### config.mk
export PLATFORM = sky130hd
export DESIGN_NAME = infix_to_postfix_converter_top_flat
export DESIGN_NICKNAME = d
export VERILOG_FILES = /design/src/rtl/ipc_pkg.sv /design/src/rtl/ipc_if.sv /design/src/rtl/ipc_stack_mem.sv /design/src/rtl/ipc_ctrl.sv /design/src/rtl/ipc_out_stage.sv /design/src/rtl/infix_to_postfix_converter_top.sv /design/src/flat_wrapper.sv
export SDC_FILE = /design/constraint.sdc
export NUM_CORES = 1
export LEC_CHECK = 0
export BUFFER_PORTS_ARGS = -buffer_cell sky130_fd_sc_hd__buf_2
export CAP_MARGIN = 10
export CORE_MARGIN = 10
export CORE_UTILIZATION = 67
export CTS_CLUSTER_DIAMETER = 200
export DETAILED_ROUTE_END_ITERATION = 10
export PLACE_DENSITY = 0.84
export SYNTH_ARGS = -nofsm -noshare
export SYNTH_HDL_FRONTEND = slang
export SYNTH_SLANG_ARGS = --single-unit
### constraint.sdc
create_clock -name clk -period 8.05 [get_ports clk]
set_input_delay 1.2075 -clock clk [delete_from_list [all_inputs] [get_ports clk]]
set_output_delay 1.2075 -clock clk [all_outputs]
set_load 0.02 [all_outputs]
### src/rtl/ipc_pkg.sv
// Shared types, character codes and helper functions for the infix to postfix converter.
// Depends on nothing; every other file of the block depends on it.
package ipc_pkg;

  localparam int STACK_DEPTH = 32;
  localparam int ADDR_W      = (STACK_DEPTH > 1) ? $clog2(STACK_DEPTH) : 1;
  localparam int CNT_W       = $clog2(STACK_DEPTH + 1);

  typedef logic [ADDR_W-1:0] addr_t;
  typedef logic [CNT_W-1:0]  cnt_t;
  typedef logic [7:0]        sym_t;
  typedef logic signed [2:0] prec_t;

  localparam sym_t CH_CARET  = 8'h5E;
  localparam sym_t CH_STAR   = 8'h2A;
  localparam sym_t CH_SLASH  = 8'h2F;
  localparam sym_t CH_PLUS   = 8'h2B;
  localparam sym_t CH_MINUS  = 8'h2D;
  localparam sym_t CH_LPAREN = 8'h28;
  localparam sym_t CH_RPAREN = 8'h29;
  localparam sym_t CH_LC_A   = 8'h61;
  localparam sym_t CH_LC_Z   = 8'h7A;
  localparam sym_t CH_UC_A   = 8'h41;
  localparam sym_t CH_UC_Z   = 8'h5A;
  localparam sym_t CH_DIG_0  = 8'h30;
  localparam sym_t CH_DIG_9  = 8'h39;

  localparam logic [1:0] ST_OK       = 2'd0;
  localparam logic [1:0] ST_OVERFLOW = 2'd1;
  localparam logic [1:0] ST_NO_OPEN  = 2'd2;

  typedef enum logic [2:0] {
    S_IDLE,
    S_EVAL,
    S_END,
    S_DRAIN,
    S_FIN
  } ipc_state_t;

  // request from the sequencer to the result stage
  typedef struct packed {
    logic       push;
    logic       fin;
    logic       expr_done;
    sym_t       sym;
    logic       sym_valid;
    logic [1:0] status;
  } res_req_t;

  // result stage occupancy seen by the sequencer
  typedef struct packed {
    logic room;
    logic out_free;
    logic pend_valid;
  } res_stat_t;

  function automatic prec_t prec_of(sym_t ch);
    prec_t p;
    p = -3'sd1;
    case (ch)
      CH_CARET:           p = 3'sd3;
      CH_STAR, CH_SLASH:  p = 3'sd2;
      CH_PLUS, CH_MINUS:  p = 3'sd1;
      default:            p = -3'sd1;
    endcase
    return p;
  endfunction

  function automatic logic is_alnum(sym_t ch);
    return ((ch >= CH_LC_A) && (ch <= CH_LC_Z)) ||
           ((ch >= CH_UC_A) && (ch <= CH_UC_Z)) ||
           ((ch >= CH_DIG_0) && (ch <= CH_DIG_9));
  endfunction

endpackage

### src/rtl/ipc_if.sv
// Valid/ready channel interfaces for the infix to postfix converter.
// Depends on ipc_pkg for the symbol type.
interface ipc_in_if;
  logic            valid;
  logic            ready;
  ipc_pkg::sym_t   symbol_in;
  logic            expr_end;

  modport source (output valid, output symbol_in, output expr_end, input ready);
  modport sink   (input valid, input symbol_in, input expr_end, output ready);
endinterface

interface ipc_out_if;
  logic            valid;
  logic            ready;
  ipc_pkg::sym_t   symbol_out;
  logic            symbol_valid;
  logic [1:0]      status;
  logic            run_last;
  logic            expr_done;

  modport source (output valid, output symbol_out, output symbol_valid, output status,
                  output run_last, output expr_done, input ready);
  modport sink   (input valid, input symbol_out, input symbol_valid, input status,
                  input run_last, input expr_done, output ready);
endinterface

### src/rtl/ipc_stack_mem.sv
// Operator stack storage: one write port, one read port, registered read data.
// Depends on ipc_pkg for depth and address width.
module ipc_stack_mem (
  input  logic           clk,
  input  logic           wr_en,
  input  ipc_pkg::addr_t wr_addr,
  input  ipc_pkg::sym_t  wr_data,
  input  logic           rd_en,
  input  ipc_pkg::addr_t rd_addr,
  output ipc_pkg::sym_t  rd_data
);
  import ipc_pkg::*;

  sym_t mem [STACK_DEPTH];
  sym_t rd_data_r;

  always_ff @(posedge clk) begin
    if (wr_en) begin
      mem[wr_addr] <= wr_data;
    end
  end

  always_ff @(posedge clk) begin
    if (rd_en) begin
      rd_data_r <= mem[rd_addr];
    end
  end

  assign rd_data = rd_data_r;
endmodule

### src/rtl/ipc_ctrl.sv
// Shunting-yard sequencer: classifies each item, pops and pushes the stack memory.
// Depends on ipc_pkg, ipc_if and the stack memory read data.
module ipc_ctrl (
  input  logic                clk,
  input  logic                rst_n,
  ipc_in_if.sink              in_ch,
  input  ipc_pkg::sym_t       top_data,
  output logic                wr_en,
  output ipc_pkg::addr_t      wr_addr,
  output ipc_pkg::sym_t       wr_data,
  output logic                rd_en,
  output ipc_pkg::addr_t      rd_addr,
  output ipc_pkg::res_req_t   req,
  input  ipc_pkg::res_stat_t  stat
);
  import ipc_pkg::*;

  ipc_state_t state_r, state_nxt;
  cnt_t       cnt_r, cnt_nxt;
  sym_t       ch_r;
  logic       last_r;

  logic       empty, full, accept;
  addr_t      top_addr, next_addr;

  assign empty     = (cnt_r == '0);
  assign full      = (cnt_r == CNT_W'(STACK_DEPTH));
  assign top_addr  = ADDR_W'(cnt_r - CNT_W'(1));
  assign next_addr = ADDR_W'(cnt_r - CNT_W'(2));
  assign in_ch.ready = (state_r == S_IDLE);
  assign accept    = in_ch.valid && in_ch.ready;

  always_ff @(posedge clk) begin
    if (!rst_n) begin
      state_r <= S_IDLE;
      cnt_r   <= '0;
    end else begin
      state_r <= state_nxt;
      cnt_r   <= cnt_nxt;
    end
  end

  always_ff @(posedge clk) begin
    if (accept) begin
      ch_r   <= in_ch.symbol_in;
      last_r <= in_ch.expr_end;
    end
  end

  always_comb begin
    state_nxt = state_r;
    cnt_nxt   = cnt_r;
    wr_en     = 1'b0;
    wr_addr   = ADDR_W'(cnt_r);
    wr_data   = ch_r;
    rd_en     = 1'b0;
    rd_addr   = top_addr;
    req       = '0;
    req.status = ST_OK;

    unique case (state_r)
      S_IDLE: begin
        if (accept) begin
          rd_en     = 1'b1;
          state_nxt = S_EVAL;
        end
      end

      S_EVAL: begin
        if (is_alnum(ch_r)) begin
          if (stat.room) begin
            req.push      = 1'b1;
            req.sym       = ch_r;
            req.sym_valid = 1'b1;
            state_nxt     = S_END;
          end
        end else if (ch_r == CH_RPAREN) begin
          if (empty) begin
            if (stat.room) begin
              req.push   = 1'b1;
              req.status = ST_NO_OPEN;
              state_nxt  = S_END;
            end
          end else if (top_data == CH_LPAREN) begin
            cnt_nxt   = cnt_r - CNT_W'(1);
            state_nxt = S_END;
          end else if (stat.room) begin
            req.push      = 1'b1;
            req.sym       = top_data;
            req.sym_valid = 1'b1;
            cnt_nxt       = cnt_r - CNT_W'(1);
            rd_en         = 1'b1;
            rd_addr       = next_addr;
          end
        end else if ((ch_r != CH_LPAREN) && !empty &&
                     (prec_of(ch_r) <= prec_of(top_data))) begin
          if (stat.room) begin
            req.push      = 1'b1;
            req.sym       = top_data;
            req.sym_valid = 1'b1;
            cnt_nxt       = cnt_r - CNT_W'(1);
            rd_en         = 1'b1;
            rd_addr       = next_addr;
          end
        end else if (full) begin
          if (stat.room) begin
            req.push   = 1'b1;
            req.status = ST_OVERFLOW;
            state_nxt  = S_END;
          end
        end else begin
          wr_en     = 1'b1;
          cnt_nxt   = cnt_r + CNT_W'(1);
          state_nxt = S_END;
        end
      end

      S_END: begin
        if (last_r && !empty) begin
          rd_en     = 1'b1;
          state_nxt = S_DRAIN;
        end else begin
          state_nxt = S_FIN;
        end
      end

      S_DRAIN: begin
        if (stat.room) begin
          req.push      = 1'b1;
          req.sym       = top_data;
          req.sym_valid = 1'b1;
          cnt_nxt       = cnt_r - CNT_W'(1);
          if (cnt_r == CNT_W'(1)) begin
            state_nxt = S_FIN;
          end else begin
            rd_en   = 1'b1;
            rd_addr = next_addr;
          end
        end
      end

      S_FIN: begin
        if (!stat.pend_valid && !last_r) begin
          state_nxt = S_IDLE;
        end else if (stat.out_free) begin
          req.fin       = 1'b1;
          req.expr_done = last_r;
          state_nxt     = S_IDLE;
        end
      end

      default: begin
        state_nxt = S_IDLE;
      end
    endcase
  end
endmodule

### src/rtl/ipc_out_stage.sv
// Result stage: one pending item that waits to learn if it is last, then the output register.
// Depends on ipc_pkg and ipc_if.
module ipc_out_stage (
  input  logic                clk,
  input  logic                rst_n,
  input  ipc_pkg::res_req_t   req,
  output ipc_pkg::res_stat_t  stat,
  ipc_out_if.source           out_ch
);
  import ipc_pkg::*;

  logic       out_valid_r;
  sym_t       out_sym_r;
  logic       out_sv_r;
  logic [1:0] out_st_r;
  logic       out_last_r;
  logic       out_done_r;

  logic       pend_valid_r;
  sym_t       pend_sym_r;
  logic       pend_sv_r;
  logic [1:0] pend_st_r;

  logic       out_free;

  assign out_free        = !out_valid_r || out_ch.ready;
  assign stat.out_free   = out_free;
  assign stat.room       = !pend_valid_r || out_free;
  assign stat.pend_valid = pend_valid_r;

  assign out_ch.valid        = out_valid_r;
  assign out_ch.symbol_out   = out_sym_r;
  assign out_ch.symbol_valid = out_sv_r;
  assign out_ch.status       = out_st_r;
  assign out_ch.run_last     = out_last_r;
  assign out_ch.expr_done    = out_done_r;

  always_ff @(posedge clk) begin
    if (!rst_n) begin
      out_valid_r  <= 1'b0;
      pend_valid_r <= 1'b0;
    end else begin
      if (out_ch.ready) begin
        out_valid_r <= 1'b0;
      end
      if (req.push) begin
        pend_valid_r <= 1'b1;
        if (pend_valid_r) begin
          out_valid_r <= 1'b1;
        end
      end
      if (req.fin) begin
        pend_valid_r <= 1'b0;
        if (pend_valid_r || req.expr_done) begin
          out_valid_r <= 1'b1;
        end
      end
    end
  end

  always_ff @(posedge clk) begin
    if (req.push) begin
      pend_sym_r <= req.sym;
      pend_sv_r  <= req.sym_valid;
      pend_st_r  <= req.status;
      if (pend_valid_r) begin
        out_sym_r  <= pend_sym_r;
        out_sv_r   <= pend_sv_r;
        out_st_r   <= pend_st_r;
        out_last_r <= 1'b0;
        out_done_r <= 1'b0;
      end
    end
    if (req.fin) begin
      out_last_r <= 1'b1;
      out_done_r <= req.expr_done;
      if (pend_valid_r) begin
        out_sym_r <= pend_sym_r;
        out_sv_r  <= pend_sv_r;
        out_st_r  <= pend_st_r;
      end else begin
        out_sym_r <= '0;
        out_sv_r  <= 1'b0;
        out_st_r  <= ST_OK;
      end
    end
  end
endmodule

### src/rtl/infix_to_postfix_converter_top.sv
// Top level of the infix to postfix converter: sequencer, stack memory, result stage.
// Depends on ipc_pkg, ipc_if, ipc_stack_mem, ipc_ctrl and ipc_out_stage.
//
//   channel   dir   handshake        payload
//   in_ch     in    valid / ready    symbol_in[7:0], expr_end
//   out_ch    out   valid / ready    symbol_out[7:0], symbol_valid, status[1:0],
//                                    run_last, expr_done
//
// One item at a time: on accept the stack top is read, the sequencer then handles the
// item, with a further stack read per popped entry, then checks whether a drain starts,
// pops each drained entry in turn and closes the item.
// Reset clears the sequencer, stack count, pending valid and output valid; stack contents are kept.
// A stalled output holds the sequencer once the pending item and the output are full.
module infix_to_postfix_converter_top (
  input  logic      clk,
  input  logic      rst_n,
  ipc_in_if.sink    in_ch,
  ipc_out_if.source out_ch
);
  import ipc_pkg::*;

  logic      wr_en, rd_en;
  addr_t     wr_addr, rd_addr;
  sym_t      wr_data, rd_data;
  res_req_t  req;
  res_stat_t stat;

  ipc_stack_mem u_mem (
    .clk     (clk),
    .wr_en   (wr_en),
    .wr_addr (wr_addr),
    .wr_data (wr_data),
    .rd_en   (rd_en),
    .rd_addr (rd_addr),
    .rd_data (rd_data)
  );

  ipc_ctrl u_ctrl (
    .clk      (clk),
    .rst_n    (rst_n),
    .in_ch    (in_ch),
    .top_data (rd_data),
    .wr_en    (wr_en),
    .wr_addr  (wr_addr),
    .wr_data  (wr_data),
    .rd_en    (rd_en),
    .rd_addr  (rd_addr),
    .req      (req),
    .stat     (stat)
  );

  ipc_out_stage u_out (
    .clk    (clk),
    .rst_n  (rst_n),
    .req    (req),
    .stat   (stat),
    .out_ch (out_ch)
  );

`ifndef NO_ASSERTIONS
  a_push_has_room: assert property (@(posedge clk) disable iff (!rst_n)
    req.push |-> stat.room) else $error("result pushed without room");

  a_fin_has_out: assert property (@(posedge clk) disable iff (!rst_n)
    req.fin |-> stat.out_free) else $error("item closed while output busy");

  a_push_fin_excl: assert property (@(posedge clk) disable iff (!rst_n)
    !(req.push && req.fin)) else $error("push and close in one cycle");

  a_done_is_last: assert property (@(posedge clk) disable iff (!rst_n)
    (out_ch.valid && out_ch.expr_done) |-> out_ch.run_last)
    else $error("expression end not on last result");

  a_one_at_a_time: assert property (@(posedge clk) disable iff (!rst_n)
    (in_ch.valid && in_ch.ready) |=> !in_ch.ready)
    else $error("second item taken while busy");
`endif
endmodule
### src/flat_wrapper.sv
// flat-port wrapper written by rule: the top's interface ports become plain ports
module infix_to_postfix_converter_top_flat import ipc_pkg::*;
  (clk, rst_n, in_ch_valid, in_ch_symbol_in, in_ch_expr_end, in_ch_ready, out_ch_valid, out_ch_symbol_out, out_ch_symbol_valid, out_ch_status, out_ch_run_last, out_ch_expr_done, out_ch_ready);
  ipc_in_if in_ch_i ();
  ipc_out_if out_ch_i ();
  input  logic clk;
  input  logic rst_n;
  input wire logic [$bits(in_ch_i.valid)-1:0] in_ch_valid;
  input wire logic [$bits(in_ch_i.symbol_in)-1:0] in_ch_symbol_in;
  input wire logic [$bits(in_ch_i.expr_end)-1:0] in_ch_expr_end;
  output wire logic [$bits(in_ch_i.ready)-1:0] in_ch_ready;
  output wire logic [$bits(out_ch_i.valid)-1:0] out_ch_valid;
  output wire logic [$bits(out_ch_i.symbol_out)-1:0] out_ch_symbol_out;
  output wire logic [$bits(out_ch_i.symbol_valid)-1:0] out_ch_symbol_valid;
  output wire logic [$bits(out_ch_i.status)-1:0] out_ch_status;
  output wire logic [$bits(out_ch_i.run_last)-1:0] out_ch_run_last;
  output wire logic [$bits(out_ch_i.expr_done)-1:0] out_ch_expr_done;
  input wire logic [$bits(out_ch_i.ready)-1:0] out_ch_ready;
  assign in_ch_i.valid = in_ch_valid;
  assign in_ch_i.symbol_in = in_ch_symbol_in;
  assign in_ch_i.expr_end = in_ch_expr_end;
  assign in_ch_ready = in_ch_i.ready;
  assign out_ch_valid = out_ch_i.valid;
  assign out_ch_symbol_out = out_ch_i.symbol_out;
  assign out_ch_symbol_valid = out_ch_i.symbol_valid;
  assign out_ch_status = out_ch_i.status;
  assign out_ch_run_last = out_ch_i.run_last;
  assign out_ch_expr_done = out_ch_i.expr_done;
  assign out_ch_i.ready = out_ch_ready;
  infix_to_postfix_converter_top u_core (.clk(clk), .rst_n(rst_n), .in_ch(in_ch_i), .out_ch(out_ch_i));
endmodule
==> results <==
- The worst hold path belongs to the class reg2reg.
- The total wirelength of the detailed-routed design is 29600 um.
- The initial utilization of the core area, before any placement, comes to 68.6%.
- At the later pin of the worst-skew pair, clock insertion delay measures 560 ps.
- For the worst setup path, the data arrival time is 6820 ps.
- The setup TNS after final layout is 0 ps.
- The share of the yosys chip area belonging to registers is 67.7%.
- The worst-margin pin slew is 1240 ps.
- The multi-input combinational cells in the finished layout cover a total of 4130 um^2.
- The TritonCTS clock tree is built.
- In the layout the commonest cells are sky130_fd_sc_hd__edfxtp_1, sky130_fd_sc_hd__mux2i_1, sky130_fd_sc_hd__nor2_1.
- The startpoint type of the worst setup path is a register.
- The global routing usage summed across all routing layers is 22.1%.
- The mean routed wirelength per cell is 24.5 um.
- The core outline area is 19700 um^2.
- Counting every net in the synthesized netlist gives 911.
- For this design the top-level I/O count stands at 28.
- After layout, the design draws a total of 0.00643 W.
- The number of global-route vias before repair is 7973.
- In this run the power density over the cells is 433 nW/um^2.
- The DRC marker count from the first detailed-route iteration is 938.
- The total die area is 26200 um^2.
- Counting the buffers created by CTS gives 31.
- The tree is rooted in a sky130_fd_sc_hd__clkbuf_16.
- Dividing the synthesized area by the synthesized cell count gives 15.2 um^2.
- The clock passes through at most 3 buffers.
- The die width is 162 um.
- The number of max-slew violations in the final report was 0.
- In this run the most used layer during global routing was met2.
- After synthesis, the share of flip-flops with an asynchronous set or reset is 0%.
- The post-synthesis cell area is 13500 um^2.
- The warning count from the yosys run is 0.
- Synthesis handed over a netlist of 888 instances.
- The critical-path maximum fanout is 36.
- After filler insertion, the fill cell instance count of the layout stands at 1207.
- In this run, post-CTS hold repair placed 0 buffers.
- The most used flip-flop cell after synthesis is sky130_fd_sc_hd__edfxtp_1.
- The final number of hold-violating endpoints is 0.
- Setup violations remaining at the end of the flow were counted as 0.
- The initial antenna violation count is 0.
- Synthesis inferred 308 register bits.
- The maximum frequency from static timing analysis is 0.153 GHz.
- The global routing met3 resource utilization is 4.25%.
- Cells with a size suffix above 1 make up 13.8% of the layout.
- The sequential cell area in the final layout is 9130 um^2.
- The period utilization is 80.9%.
- The final net count is 943.
- The worst setup path is of the reg2reg kind.
- The first global-routing pass estimated 45300 um of wire.
- Clock-pin slew was measured on the worst setup and hold paths at 60 ps.
- In this run the static leakage power is 4.87 nW.
- The number of enable-type register cells in the synthesized netlist is 296.
- The detail route stage leaves a number of antenna-violating nets equal to 0.
- Dividing the detail-routed via count by the number of cells gives 6.63.
- Buffers added to address setup during post-CTS repair amount to 0.
- In this run, distinct cell masters in the synthesized netlist total 70.
- The maximum resistive drop on vdd is 0.302 mV.
- Summed over its instances, the top area cell type makes up 65.9% of the synthesized netlist area.
- The layout-stage area growth over the synthesis result is 10.1%.
- Routability-driven placement finished with a final weighted congestion of 0.969.
- The total of max-cap violations is 0.
- STA puts the critical path data required time at 8350 ps.
- The total number of vias is 8013.
- The iteration count of the initial detailed-routing pass is 9.
- The count of input and output buffers is 27.
- The number of remaining DRC errors is 0.
- Setup repair after global routing left no endpoint under its margin.
- The overflow left after global routing is 0.
- The library cell with the largest summed area after synthesis is sky130_fd_sc_hd__edfxtp_1.
- The number of gates given a new drive strength after cts is 0.
- The HPWL after detailed placement is 19000 um.
- The met2 usage is 36.5%.
- The H-tree level count is 1.
- Clock skew on the completed layout was measured at 11.5 ps.
- From bottom edge to top edge, the die measures 162 um.
- The met1 capacity usage during global routing is 28.9%.
- Measured against its own limit, the worst slew margin works out to 17.0%.
- Entering global routing, the biggest net connects 87 pins.
- After synthesis, the cell types taking the most area are sky130_fd_sc_hd__edfxtp_1, sky130_fd_sc_hd__mux2i_1, sky130_fd_sc_hd__mux2_2.
- Clock tree synthesis found a total of 308 sinks.
- The category of the worst setup path capture point is a register.
- The antenna cell count is 0.
- The library cell used most frequently in the layout, excluding fill and tap cells, is sky130_fd_sc_hd__edfxtp_1.
- The flow ran to the end, and the final reports show no timing, DRC or antenna violations.
- The worst path in the final design needs a cycle of 6520 ps, including I/O delays and setup.
- The initialized floorplan defines 51 standard-cell rows.
sequential cells by signal (all words and copies together), names as in the netlist, 2 cells and up:
| name | count |
|---|---|
| u_core.u_mem.mem | 256 |
| u_core.u_ctrl.wr_data | 8 |
| u_core.u_mem.rd_data | 8 |
| u_core.u_out.out_ch.symbol_out | 8 |
| u_core.u_out.pend_sym_r | 8 |
| u_core.u_ctrl.cnt_r | 6 |
| u_core.u_ctrl.state_r | 3 |
| u_core.u_out.out_ch.status | 2 |
| u_core.u_out.pend_st_r | 2 |
final timing paths:
path                                             start                                         to  slack (ps)  cells past startpoint
max reg2reg         u_core.u_ctrl.wr_data[5]$_DFFE_PP_          u_core.u_mem.rd_data[7]$_DFFE_PP_        1530                     13
max                 u_core.u_ctrl.wr_data[5]$_DFFE_PP_          u_core.u_mem.rd_data[7]$_DFFE_PP_        1530                     13
min reg2reg  u_core.u_out.out_ch.run_last$_SDFFE_PP1P_  u_core.u_out.out_ch.run_last$_SDFFE_PP1P_         440                      2
min          u_core.u_out.out_ch.run_last$_SDFFE_PP1P_  u_core.u_out.out_ch.run_last$_SDFFE_PP1P_         440                      2
per-layer routing:
metal	share of wire, %	up-vias
li1	-	3533
met1	39	3958
met2	49	444
met3	8.9	78
met4	3.4	0
met5	0	-
layout make-up:
type	count	share of cell area, %
sequential	308	61.5
multi-input combinational	531	27.8
clock buffer	34	5.30
tap	265	2.23
timing repair buffer	39	1.60
clock inverter	23	1.37
inverter	9	0.228
report_power, final:
| part | total, W | internal (W) | switching, W |
|---|---|---|---|
| Clock | 0.00138 | 0.000801 | 0.000582 |
| Combinational | 0.00293 | 0.00117 | 0.00175 |
| Sequential | 0.00212 | 0.00200 | 0.000121 |
| Total | 0.00643 | 0.00397 | 0.00246 |
critical path: stages, from the launching register on:
cell and delay [ps]:
sky130_fd_sc_hd__edfxtp_1 1090, sky130_fd_sc_hd__or3b_4 520, sky130_fd_sc_hd__or4_1 520, sky130_fd_sc_hd__ha_1 320, sky130_fd_sc_hd__nor2b_1 130, sky130_fd_sc_hd__o311ai_1 290, sky130_fd_sc_hd__o211ai_1 210, sky130_fd_sc_hd__o21ai_0 600
sky130_fd_sc_hd__nand2_1 110, sky130_fd_sc_hd__o311a_1 430, sky130_fd_sc_hd__nor2_4 930, sky130_fd_sc_hd__mux2i_1 230, sky130_fd_sc_hd__a22o_1 290, sky130_fd_sc_hd__or4_1 520
logic make-up (layout without fill, tap and decap cells):
logic type,count (synthesis),after routing,synth area share [%]
buffers and inverters,49,105,1.82
muxes,195,195,14.8
xor gates and xnor gates,9,9,0.585
adders and majority gates,10,10,0.928
AOI/OAI and AO/OA,119,119,6.44
DFF,308,308,67.7
and+or+nand+nor,198,198,7.76
through the flow:
step	cells	worst slack, ps	cell area (um^2)	hold WS, ps	util [%]
finish	1209	1530	14800	444	75.6
global route	1209	1280	14800	472	75.6
detailed placement	1151	1630	13900	437	70.5
floorplan	888	3150	13500	497	-
CTS	1208	1600	14800	445	75.5
global placement	1151	2020	13900	430	70.5
synthesized netlist by cell type, types with 13 or more instances:
cell type / instances
sky130_fd_sc_hd__a21oi_1: 14
sky130_fd_sc_hd__a22o_1: 23
sky130_fd_sc_hd__and2_1: 15
sky130_fd_sc_hd__buf_2: 16
sky130_fd_sc_hd__clkbuf_1: 14
sky130_fd_sc_hd__edfxtp_1: 296
sky130_fd_sc_hd__mux2_2: 32
sky130_fd_sc_hd__mux2i_1: 163
sky130_fd_sc_hd__nand2_1: 34
sky130_fd_sc_hd__nand3_1: 15
sky130_fd_sc_hd__nor2_1: 58
sky130_fd_sc_hd__nor3_1: 15
sky130_fd_sc_hd__o21ai_0: 16
sky130_fd_sc_hd__o22ai_1: 20
sky130_fd_sc_hd__or4_1: 13
Note: power is estimated with default switching activity, not from simulation.
